$ cat src/mbsa_pkg.sv
`timescale 1ns / 1ps
// shared types, codes and constants of the midi byte stream assembler
package mbsa_pkg;

    localparam int BUFFER_BYTES_DEF = 1024;
    localparam int DONE_W = 11;
    localparam int LEN_W = 5;
    localparam int CHUNK_BYTES = 16;

    typedef struct packed {
        logic       mode;
        logic [7:0] in_byte;
    } item_t;

    typedef struct packed {
        logic [DONE_W-1:0] done_count;
        logic [1:0]        send_kind;
        logic [63:0]       chunk_low;
        logic [63:0]       chunk_high;
        logic [LEN_W-1:0]  chunk_len;
        logic              last;
    } result_t;

    // send kinds
    localparam logic [1:0] KIND_NONE  = 2'd0;
    localparam logic [1:0] KIND_SHORT = 2'd1;
    localparam logic [1:0] KIND_CHUNK = 2'd2;

    // result select codes
    localparam logic [2:0] OSEL_SINGLE = 3'd0;
    localparam logic [2:0] OSEL_SYS    = 3'd1;
    localparam logic [2:0] OSEL_SHORT2 = 3'd2;
    localparam logic [2:0] OSEL_SHORT3 = 3'd3;
    localparam logic [2:0] OSEL_CHUNK  = 3'd4;
    localparam logic [2:0] OSEL_RESET  = 3'd5;

    // fill position operations
    localparam logic [1:0] FILL_HOLD  = 2'd0;
    localparam logic [1:0] FILL_FIRST = 2'd1;
    localparam logic [1:0] FILL_RUN   = 2'd2;
    localparam logic [1:0] FILL_STEP  = 2'd3;

    // midi byte values
    localparam logic [7:0] BYTE_SOX       = 8'hf0;
    localparam logic [7:0] BYTE_TIMECODE  = 8'hf1;
    localparam logic [7:0] BYTE_SONG_POS  = 8'hf2;
    localparam logic [7:0] BYTE_SONG_SEL  = 8'hf3;
    localparam logic [7:0] BYTE_TUNE_REQ  = 8'hf6;
    localparam logic [7:0] BYTE_EOX       = 8'hf7;
    localparam logic [7:0] BYTE_CLOCK     = 8'hf8;
    localparam logic [7:0] BYTE_START     = 8'hfa;
    localparam logic [7:0] BYTE_CONTINUE  = 8'hfb;
    localparam logic [7:0] BYTE_STOP      = 8'hfc;
    localparam logic [7:0] BYTE_SENSING   = 8'hfe;
    localparam logic [7:0] BYTE_SYS_RESET = 8'hff;
    localparam logic [7:0] BYTE_NON_RT    = 8'h7e;
    localparam logic [7:0] BYTE_RT        = 8'h7f;
    localparam logic [7:0] DATA_MASK      = 8'h7f;
    localparam logic [7:0] LAST_STATUS_RST = 8'h80;
    localparam logic [3:0] NIBBLE_CC      = 4'hb;
    localparam logic [7:0] CC_NOTES_OFF   = 8'h7b;

    // gm system reset exclusive, byte 0 in bits 7:0
    localparam logic [63:0]      GM_RESET_LOW = 64'h0000_f701_097f_7ef0;
    localparam logic [LEN_W-1:0] GM_RESET_LEN = 5'd6;
    localparam logic [4:0]       RESET_LAST_IDX = 5'd16;

    typedef struct packed {
        logic [1:0] fill_op;
        logic       mem_we;
        logic       set_last;
        logic       sys_load;
        logic [1:0] sys_val;
        logic       out_load;
        logic [2:0] out_sel;
        logic [1:0] done_val;
        logic       chunk_clr;
        logic       chunk_rd;
        logic       chunk_next;
        logic       rst_clr;
        logic       rst_next;
    } mbsa_cmd_t;

    typedef struct packed {
        logic out_free;
        logic fill_ge2;
        logic sys_done;
        logic excl_full;
        logic last_chunk;
        logic rst_last;
    } mbsa_stat_t;

endpackage

$ cat src/mbsa_ctrl.sv
`timescale 1ns / 1ps
// parser and output sequencer state machines of the midi byte stream assembler
module mbsa_ctrl (
    input  logic               clk,
    input  logic               rst_n,
    input  logic               item_valid,
    output logic               item_ready,
    input  mbsa_pkg::item_t    item,
    input  mbsa_pkg::mbsa_stat_t stat,
    output mbsa_pkg::mbsa_cmd_t  cmd
);
    import mbsa_pkg::*;

    localparam logic [2:0] PS_READY    = 3'd0;
    localparam logic [2:0] PS_TWO      = 3'd1;
    localparam logic [2:0] PS_THREE    = 3'd2;
    localparam logic [2:0] PS_EXCL     = 3'd3;
    localparam logic [2:0] PS_TIMECODE = 3'd4;
    localparam logic [2:0] PS_SYSTEM   = 3'd5;

    localparam logic [1:0] SEQ_IDLE = 2'd0;
    localparam logic [1:0] SEQ_RD   = 2'd1;
    localparam logic [1:0] SEQ_EMIT = 2'd2;
    localparam logic [1:0] SEQ_RST  = 2'd3;

    logic [2:0] parse_reg;
    logic [2:0] parse_next;
    logic [1:0] seq_reg;
    logic [1:0] seq_next;
    logic       accept;
    logic       is_rt;
    logic [7:0] b;

    assign b = item.in_byte;
    assign is_rt = (b == BYTE_CLOCK) || (b == BYTE_START) || (b == BYTE_CONTINUE) ||
                   (b == BYTE_STOP) || (b == BYTE_SENSING) || (b == BYTE_SYS_RESET);
    assign item_ready = (seq_reg == SEQ_IDLE) && stat.out_free;
    assign accept = item_valid && item_ready;

    always_comb
    begin
        cmd = '0;
        parse_next = parse_reg;
        seq_next = seq_reg;
        case (seq_reg)
            SEQ_IDLE:
            begin
                if (accept)
                begin
                    if (item.mode)
                    begin
                        cmd.rst_clr = 1'b1;
                        seq_next = SEQ_RST;
                    end
                    else if (is_rt)
                    begin
                        cmd.out_load = 1'b1;
                        cmd.out_sel = OSEL_SINGLE;
                        cmd.done_val = 2'd1;
                    end
                    else
                    begin
                        cmd.out_load = 1'b1;
                        cmd.out_sel = OSEL_SINGLE;
                        cmd.done_val = 2'd0;
                        case (parse_reg)
                            PS_READY:
                            begin
                                if (b[7])
                                begin
                                    cmd.fill_op = FILL_FIRST;
                                    case (b[7:4])
                                        4'hc, 4'hd:
                                        begin
                                            parse_next = PS_TWO;
                                        end
                                        4'h8, 4'h9, 4'ha, 4'hb, 4'he:
                                        begin
                                            parse_next = PS_THREE;
                                            cmd.set_last = 1'b1;
                                        end
                                        default:
                                        begin
                                            if (b == BYTE_SOX)
                                            begin
                                                parse_next = PS_EXCL;
                                                cmd.mem_we = 1'b1;
                                            end
                                            else if (b == BYTE_TIMECODE)
                                            begin
                                                parse_next = PS_TIMECODE;
                                                cmd.mem_we = 1'b1;
                                            end
                                            else if (b == BYTE_SONG_POS)
                                            begin
                                                parse_next = PS_SYSTEM;
                                                cmd.sys_load = 1'b1;
                                                cmd.sys_val = 2'd3;
                                            end
                                            else if (b == BYTE_SONG_SEL)
                                            begin
                                                parse_next = PS_SYSTEM;
                                                cmd.sys_load = 1'b1;
                                                cmd.sys_val = 2'd2;
                                            end
                                            else
                                            begin
                                                // tune request completes at once, stray
                                                // status is just acknowledged
                                                cmd.done_val = 2'd1;
                                                if (b == BYTE_TUNE_REQ)
                                                begin
                                                    cmd.sys_load = 1'b1;
                                                    cmd.sys_val = 2'd1;
                                                end
                                            end
                                        end
                                    endcase
                                end
                                else
                                begin
                                    // running status
                                    cmd.fill_op = FILL_RUN;
                                    parse_next = PS_THREE;
                                end
                            end
                            PS_TWO:
                            begin
                                cmd.fill_op = FILL_STEP;
                                cmd.out_sel = OSEL_SHORT2;
                                parse_next = PS_READY;
                            end
                            PS_THREE:
                            begin
                                cmd.fill_op = FILL_STEP;
                                if (stat.fill_ge2)
                                begin
                                    cmd.out_sel = OSEL_SHORT3;
                                    parse_next = PS_READY;
                                end
                            end
                            PS_EXCL:
                            begin
                                cmd.fill_op = FILL_STEP;
                                cmd.mem_we = 1'b1;
                                if (b == BYTE_EOX)
                                begin
                                    cmd.out_load = 1'b0;
                                    cmd.chunk_clr = 1'b1;
                                    parse_next = PS_READY;
                                    seq_next = SEQ_RD;
                                end
                                else if (stat.excl_full)
                                begin
                                    parse_next = PS_READY;
                                end
                            end
                            PS_TIMECODE:
                            begin
                                cmd.fill_op = FILL_STEP;
                                cmd.mem_we = 1'b1;
                                if ((b == BYTE_NON_RT) || (b == BYTE_RT))
                                begin
                                    parse_next = PS_EXCL;
                                end
                                else
                                begin
                                    cmd.done_val = 2'd2;
                                    parse_next = PS_READY;
                                end
                            end
                            PS_SYSTEM:
                            begin
                                cmd.fill_op = FILL_STEP;
                                if (stat.sys_done)
                                begin
                                    cmd.out_sel = OSEL_SYS;
                                    parse_next = PS_READY;
                                end
                            end
                            default:
                            begin
                                parse_next = PS_READY;
                            end
                        endcase
                    end
                end
            end
            SEQ_RD:
            begin
                cmd.chunk_rd = 1'b1;
                seq_next = SEQ_EMIT;
            end
            SEQ_EMIT:
            begin
                if (stat.out_free)
                begin
                    cmd.out_load = 1'b1;
                    cmd.out_sel = OSEL_CHUNK;
                    if (stat.last_chunk)
                    begin
                        seq_next = SEQ_IDLE;
                    end
                    else
                    begin
                        cmd.chunk_next = 1'b1;
                        seq_next = SEQ_RD;
                    end
                end
            end
            SEQ_RST:
            begin
                if (stat.out_free)
                begin
                    cmd.out_load = 1'b1;
                    cmd.out_sel = OSEL_RESET;
                    if (stat.rst_last)
                    begin
                        seq_next = SEQ_IDLE;
                    end
                    else
                    begin
                        cmd.rst_next = 1'b1;
                    end
                end
            end
            default:
            begin
                seq_next = SEQ_IDLE;
            end
        endcase
    end

    always_ff @(posedge clk or negedge rst_n)
    begin
        if (!rst_n)
        begin
            parse_reg <= PS_READY;
            seq_reg <= SEQ_IDLE;
        end
        else
        begin
            parse_reg <= parse_next;
            seq_reg <= seq_next;
        end
    end

endmodule

$ cat config.mk
export PLATFORM = sky130hd
export DESIGN_NAME = mbsa_ctrl
export DESIGN_NICKNAME = d
export VERILOG_FILES = /design/src/mbsa_pkg.sv /design/src/mbsa_ctrl.sv
export SDC_FILE = /design/constraint.sdc
export NUM_CORES = 1
export LEC_CHECK = 0
export ABC_AREA = 1
export BUFFER_PORTS_ARGS = -buffer_cell sky130_fd_sc_hd__buf_2
export CAP_MARGIN = 30
export CORE_AREA = 2 2 46 48
export DETAILED_ROUTE_END_ITERATION = 10
export DIE_AREA = 0 0 48 50
export HOLD_SLACK_MARGIN = 0.06
export PLACE_DENSITY = 0.79
export SLEW_MARGIN = 20
export SYNTH_ARGS = -nofsm -noshare
export SYNTH_HDL_FRONTEND = slang
export SYNTH_SLANG_ARGS = --single-unit
$ cat constraint.sdc
create_clock -name clk -period 1.67 [get_ports clk]
set_input_delay 0.2505 -clock clk [delete_from_list [all_inputs] [get_ports clk]]
set_output_delay 0.2505 -clock clk [all_outputs]
set_load 0.02 [all_outputs]
==> results of run 1 <==
per-stage QoR:
| step | hold slack, ps | setup slack (ps) | instances | TNS (ps) |
|---|---|---|---|---|
| 2_1_floorplan | -45.1 | -3.19 | 147 | -3.19 |
| 3_3_place_gp | 66.4 | 92.0 | 213 | 0 |
| 3_5_place_dp | 69.0 | 18.6 | 213 | 0 |
| 4_1_cts | 308 | -116 | 220 | -843 |
| 5_1_grt | 351 | -222 | 225 | -2090 |
| 6_report | 333 | -126 | 225 | -845 |
cell families after synthesis:
| logic type | count (synthesis) | synth area share, % |
|---|---|---|
| AND/OR/NAND/NOR | 101 | 61.3 |
| buffers and inverters | 24 | 11.6 |
| flip-flops | 5 | 14.9 |
| AO/OA/AOI/OAI | 17 | 12.2 |
path summary, 6_finish.rpt:
path / endpoint / depth (start not counted) / start
worst max-delay path: cmd[11] / 7 / parse_reg[1]$_DFFE_PN0P_
worst min-delay path: seq_reg[0]$_DFFE_PN0P_ / 4 / stat[1]
worst max register to register: seq_reg[0]$_DFFE_PN0P_ / 9 / seq_reg[1]$_DFFE_PN0P_
worst min register to register: parse_reg[2]$_DFFE_PN0P_ / 2 / parse_reg[2]$_DFFE_PN0P_
max in group asynchronous: parse_reg[2]$_DFFE_PN0P_ / 2 / rst_n
min in group asynchronous: seq_reg[1]$_DFFE_PN0P_ / 2 / rst_n
cell usage in the layout, fill, tap and decap left out, types with 3 or more instances in the layout:
master / count
nor2_4: 5
buf_2: 23
o21a_1: 3
a21oi_1: 3
inv_1: 19
nand2_2: 5
inv_2: 4
nor3_1: 4
nor2_1: 19
buf_6: 3
dfrtp_1: 3
buf_4: 21
nand3_2: 3
nand2_1: 38
clkbuf_4: 3
nand3_1: 16
o21ai_0: 5
critical path: stages (launching register included):
cell and delay [ps]:
dfrtp_1 410, inv_2 130, nand3_2 130, nor2_4 160, nand2_1 110, nor2_4 100, o21a_1 140, buf_6 120
routing by layer:
metal	share of wire [%]	wire (um)
met1	38	952
met4	0.32	8
met3	6.6	166
met5	0	0
met2	55	1380
power by group:
| part | switching, mW | total (mW) | internal [mW] |
|---|---|---|---|
| sequential | 0.0545 | 0.230 | 0.175 |
| clock | 0.0508 | 0.141 | 0.0904 |
| combinational | 0.602 | 0.995 | 0.393 |
cell type report:
class                           count  area (sq um)
Tap cell                           27          33.8
Sequential cell                     5           128
Inverter                           23          86.3
Timing Repair Buffer               48           317
Fill cell                         169           613
Multi-Input combinational cell    118           698
Clock buffer                        4          26.3
what timing repair did:
| action | in CTS | in global routing |
|---|---|---|
| pin swaps | 2 | 3 |
| resized for setup | 18 | 18 |
| setup buffers | 2 | 5 |
| hold endpoints to repair | 5 | 0 |
| hold buffers | 1 | 0 |
| gates cloned | 0 | 0 |
| endpoints found under the setup margin | 13 | 14 |
==> impl_metrics.ini, run 1 <==
[synthesis]
ys_seq_elements = 5
synthCells = 147
ys_types = 24
synthesis.nets = 165
yosys_most_used_dff = dfrtp_1
synth_edf_count = 0
ys_top_cells_by_count = nand2_1 (39), inv_1 (22), nor2_1 (21)
netlist_area_sq_um = 841
yosysMostFrequentCell = nand2_1
synth_top_area_cell = nand2_1
synthArstFlopShare_pct = 100
avgSynthCellArea_sq_um = 5.72
synth.yosys.seq_area_share_pct = 14.9
synth_top_area_share_pct = 17.4
ys_warn_count = 0
synthTopCellsByArea = nand2_1 (17%), dfrtp_1 (15%), nand3_1 (11%), inv_1 (9.8%), nor2_1 (9.4%)

[setup_path]
critPathLaunchType = flip-flop
end_kind = output pin
critPathArrivalTime_ps = 1550
cp.required_ps = 1420
path_class = reg2out
r2r_setup_slack_ps = 270
path_max_fanout = 7

[grt]
antenna_found_initial = 0
grt_pass1_vias = 1009
grt_max_degree = 10
use_met1_pct = 22.9
grt_pass1_wl_mm = 3.90
grt_use_total_pct = 22.1
gr-usage-met3_pct = 5.86
overflow = 0
grt.busiest_layer = met2
met2_usage_pct = 42.4

[timing]
rsz0062_at_grt = yes
fin_ws_ps = -126
hold_viol_final = 0
finalSetupViolCount = 13
relSlewSlack_pct = 81.8
max_freq_mhz = 557
drv_slew = 0
fin_skew_ps = 2.61
worstMarginPinSlew_ps = 271
post-route-period-util_pct = 108
fin_crit_ps = 1800

[route]
vias_per_cell = 5.03
route.detailed.drc = 0
wl_per_cell_um = 11.1
wl_mm = 2.51
drtIter0Drc = 22
antenna_left = 0
vias = 1131
firstDrtPassIters = 4

[hold_path]
hold_path.class = in2reg

[clock_tree]
clkSlewWorstSetupHoldPaths_ps = 40
htree_levels = 1
tritoncts = built
cts_buffers = 3
clock_latency_ps = 240
clock_path_buffers = 2
cts_sinks = 5
clock-root-buffer = clkbuf_4

[finish]
drive_above_1_share_pct = 40.9
area_delta_synth_final_pct = 53.3
num_antenna_cells = 0
fin_area_sq_mm = 0.00129
final_nets = 217
final_util_pct = 67.8
largest_register_ffs = 3

[pwr]
power_leakage_nw = 0.700
p_total_mw = 1.37
powerDensity_mw_per_mm2 = 1060
peakVddDrop_uv = 634

[die]
dieArea_sq_mm = 0.00240
boundaryPins = 37
die_w_um = 48
coreArea_sq_mm = 0.00190
start_util_pct = 44.2
die_height_um = 50
row_count = 16

[place]
port-buffer-count = 36
hpwl_mm = 1.86
place_congestion = 0.883
postPlaceCellArea_sq_mm = 0.00108

[run_status]
status = complete, but fails checks
violations = negative setup slack

[job]
max-cap-violations = 0
No activity file was read; power rests on OpenSTA's default activity.
==> inputs of run 2 (changes only) <==
CORE_AREA = 2 2 45 47   (was 2 2 46 48)
DIE_AREA = 0 0 47 49   (was 0 0 48 50)
PLACE_DENSITY = 0.82   (was 0.79)
clock period = 2.1 ns   (was 1.67 ns; I/O delays follow)
==> impl_metrics.ini, run 2 (synthesis gave the netlist of run 1 again) <==
[grt]
grt_max_degree = 10
grt_pass1_vias = 976
grt.busiest_layer = met2
grt_pass1_wl_mm = 3.65
overflow = 0
grt_use_total_pct = 20.8
gr-usage-met3_pct = 5.19
use_met1_pct = 23.7
met2_usage_pct = 38.4
antenna_found_initial = 0

[timing]
tns_ps = 0
max_freq_mhz = 505
finalSetupViolCount = 0
fin_crit_ps = 1980
drv_slew = 0
post-route-period-util_pct = 94.2
fin_skew_ps = 1.42
relSlewSlack_pct = 79.4
whs_ps = 391
hold_viol_final = 0
rsz0062_at_grt = no
worstMarginPinSlew_ps = 309

[finish]
final_nets = 206
final_cells = 214
fin_area_sq_mm = 0.00108
nFillCells = 203
layout_commonest_cell = nand2_1
area_delta_synth_final_pct = 28.7
layout_common_cells = nand2_1 (39), buf_2 (36), inv_1 (22)
largest_register_ffs = 3
num_antenna_cells = 0
drive_above_1_share_pct = 29.9

[clock_tree]
clock_path_buffers = 2
cts_buffers = 3
clock-root-buffer = clkbuf_4
clock_latency_ps = 240
cts_sinks = 5
htree_levels = 1
tritoncts = built
clkSlewWorstSetupHoldPaths_ps = 40

[die]
boundaryPins = 37
row_count = 16
dieArea_sq_mm = 0.00230
coreArea_sq_mm = 0.00184
die_w_um = 47
start_util_pct = 45.7
die_height_um = 49

[setup_path]
slowest_stage = dfrtp_1
r2r_setup_slack_ps = 680
r2r-end = parse_reg[0]$_DFFE_PN0P_
path_max_fanout = 6
path_delay_family = simple AND/OR/NAND/NOR gates
path_buf_inv = 2
critPathMaxStageDelay_ps = 440
critPathLaunchType = flip-flop
critPathArrivalTime_ps = 1660
cp_cell_sequence = inv_1 -> nand3_1 -> nor2_2 -> nand2_1 -> nor2_2 -> o21a_1 -> buf_2
worst_path_most_repeated_cell = nor2_2
path_class = reg2out
r2r_cells = 8
reg2reg_from = parse_reg[1]$_DFFE_PN0P_
end_kind = output pin
cp.required_ps = 1780

[route]
drtIter0Drc = 17
vias = 1060
wl_mm = 2.17
route.detailed.drc = 0
firstDrtPassIters = 4
vias_per_cell = 4.95
wl_per_cell_um = 10.1
antenna_left = 0

[place]
post-place-cells = 209
hpwl_mm = 1.92
place_congestion = 0.871
postPlaceCellArea_sq_mm = 0.00104
port-buffer-count = 36

[pwr]
peakVddDrop_uv = 477
powerDensity_mw_per_mm2 = 824
power_leakage_nw = 0.634

[hold_path]
hold_start = stat[1]
hold_path_end = seq_reg[0]$_DFFE_PN0P_
worst_hold_path.num_cells = 4
hold_path.class = in2reg

[job]
max-cap-violations = 0

[run_status]
status = completed
-- run 2: worst min-delay path, delay by kind of cell --
family                 cells  cell delay [ps]
buffers and inverters      1               90
and+or+nand+nor            2               90
AOI/OAI and AO/OA          1               80
-- run 2: where the power goes --
group / internal [mW] / switching, mW / total (mW)
clock network: 0.0716 / 0.0364 / 0.108
logic: 0.189 / 0.385 / 0.574
registers: 0.137 / 0.0733 / 0.210
-- run 2: metal layers --
metal | up-vias | wire (um)
met2 | 45 | 1180
met4 | 0 | 0
met1 | 458 | 837
li1 | 557 | -
met5 | - | 0
met3 | 0 | 151
-- run 2: area by class of cell --
type,instances,area (sq um),share of cell area (%)
Clock buffer,4,26.3,2.43
Multi-Input combinational cell,118,621,57.3
Sequential cell,5,125,11.6
Tap cell,27,33.8,3.12
Inverter,23,86.3,7.98
Timing Repair Buffer,37,190,17.6
-- run 2: worst max path at each step --
stage	start	end	slack [ps]	cells past startpoint
floorplan	seq_reg[1]$_DFFE_PN0P_	cmd[12]	240	6
global placement	seq_reg[1]$_DFFE_PN0P_	cmd[6]	400	6
detailed placement	parse_reg[2]$_DFFE_PN0P_	cmd[11]	360	7
CTS	parse_reg[2]$_DFFE_PN0P_	cmd[11]	100	7
global route	parse_reg[2]$_DFFE_PN0P_	cmd[11]	20	7
finish	parse_reg[2]$_DFFE_PN0P_	cmd[11]	120	7
-- run 2: per-stage QoR --
stage	util, %	setup WS [ps]	power (mW)
2_1_floorplan	-	240	0.643
3_3_place_gp	56.7	404	0.761
3_5_place_dp	56.7	361	0.779
4_1_cts	58.6	102	0.895
5_1_grt	58.8	21.7	0.981
6_report	58.8	121	0.892
-- run 2: repair_timing --
action,in CTS,in global routing
hold buffers,1,0
endpoints found under the setup margin,0,2
endpoints found under the hold margin,5,0
setup buffers,0,0
gates resized for setup,0,1
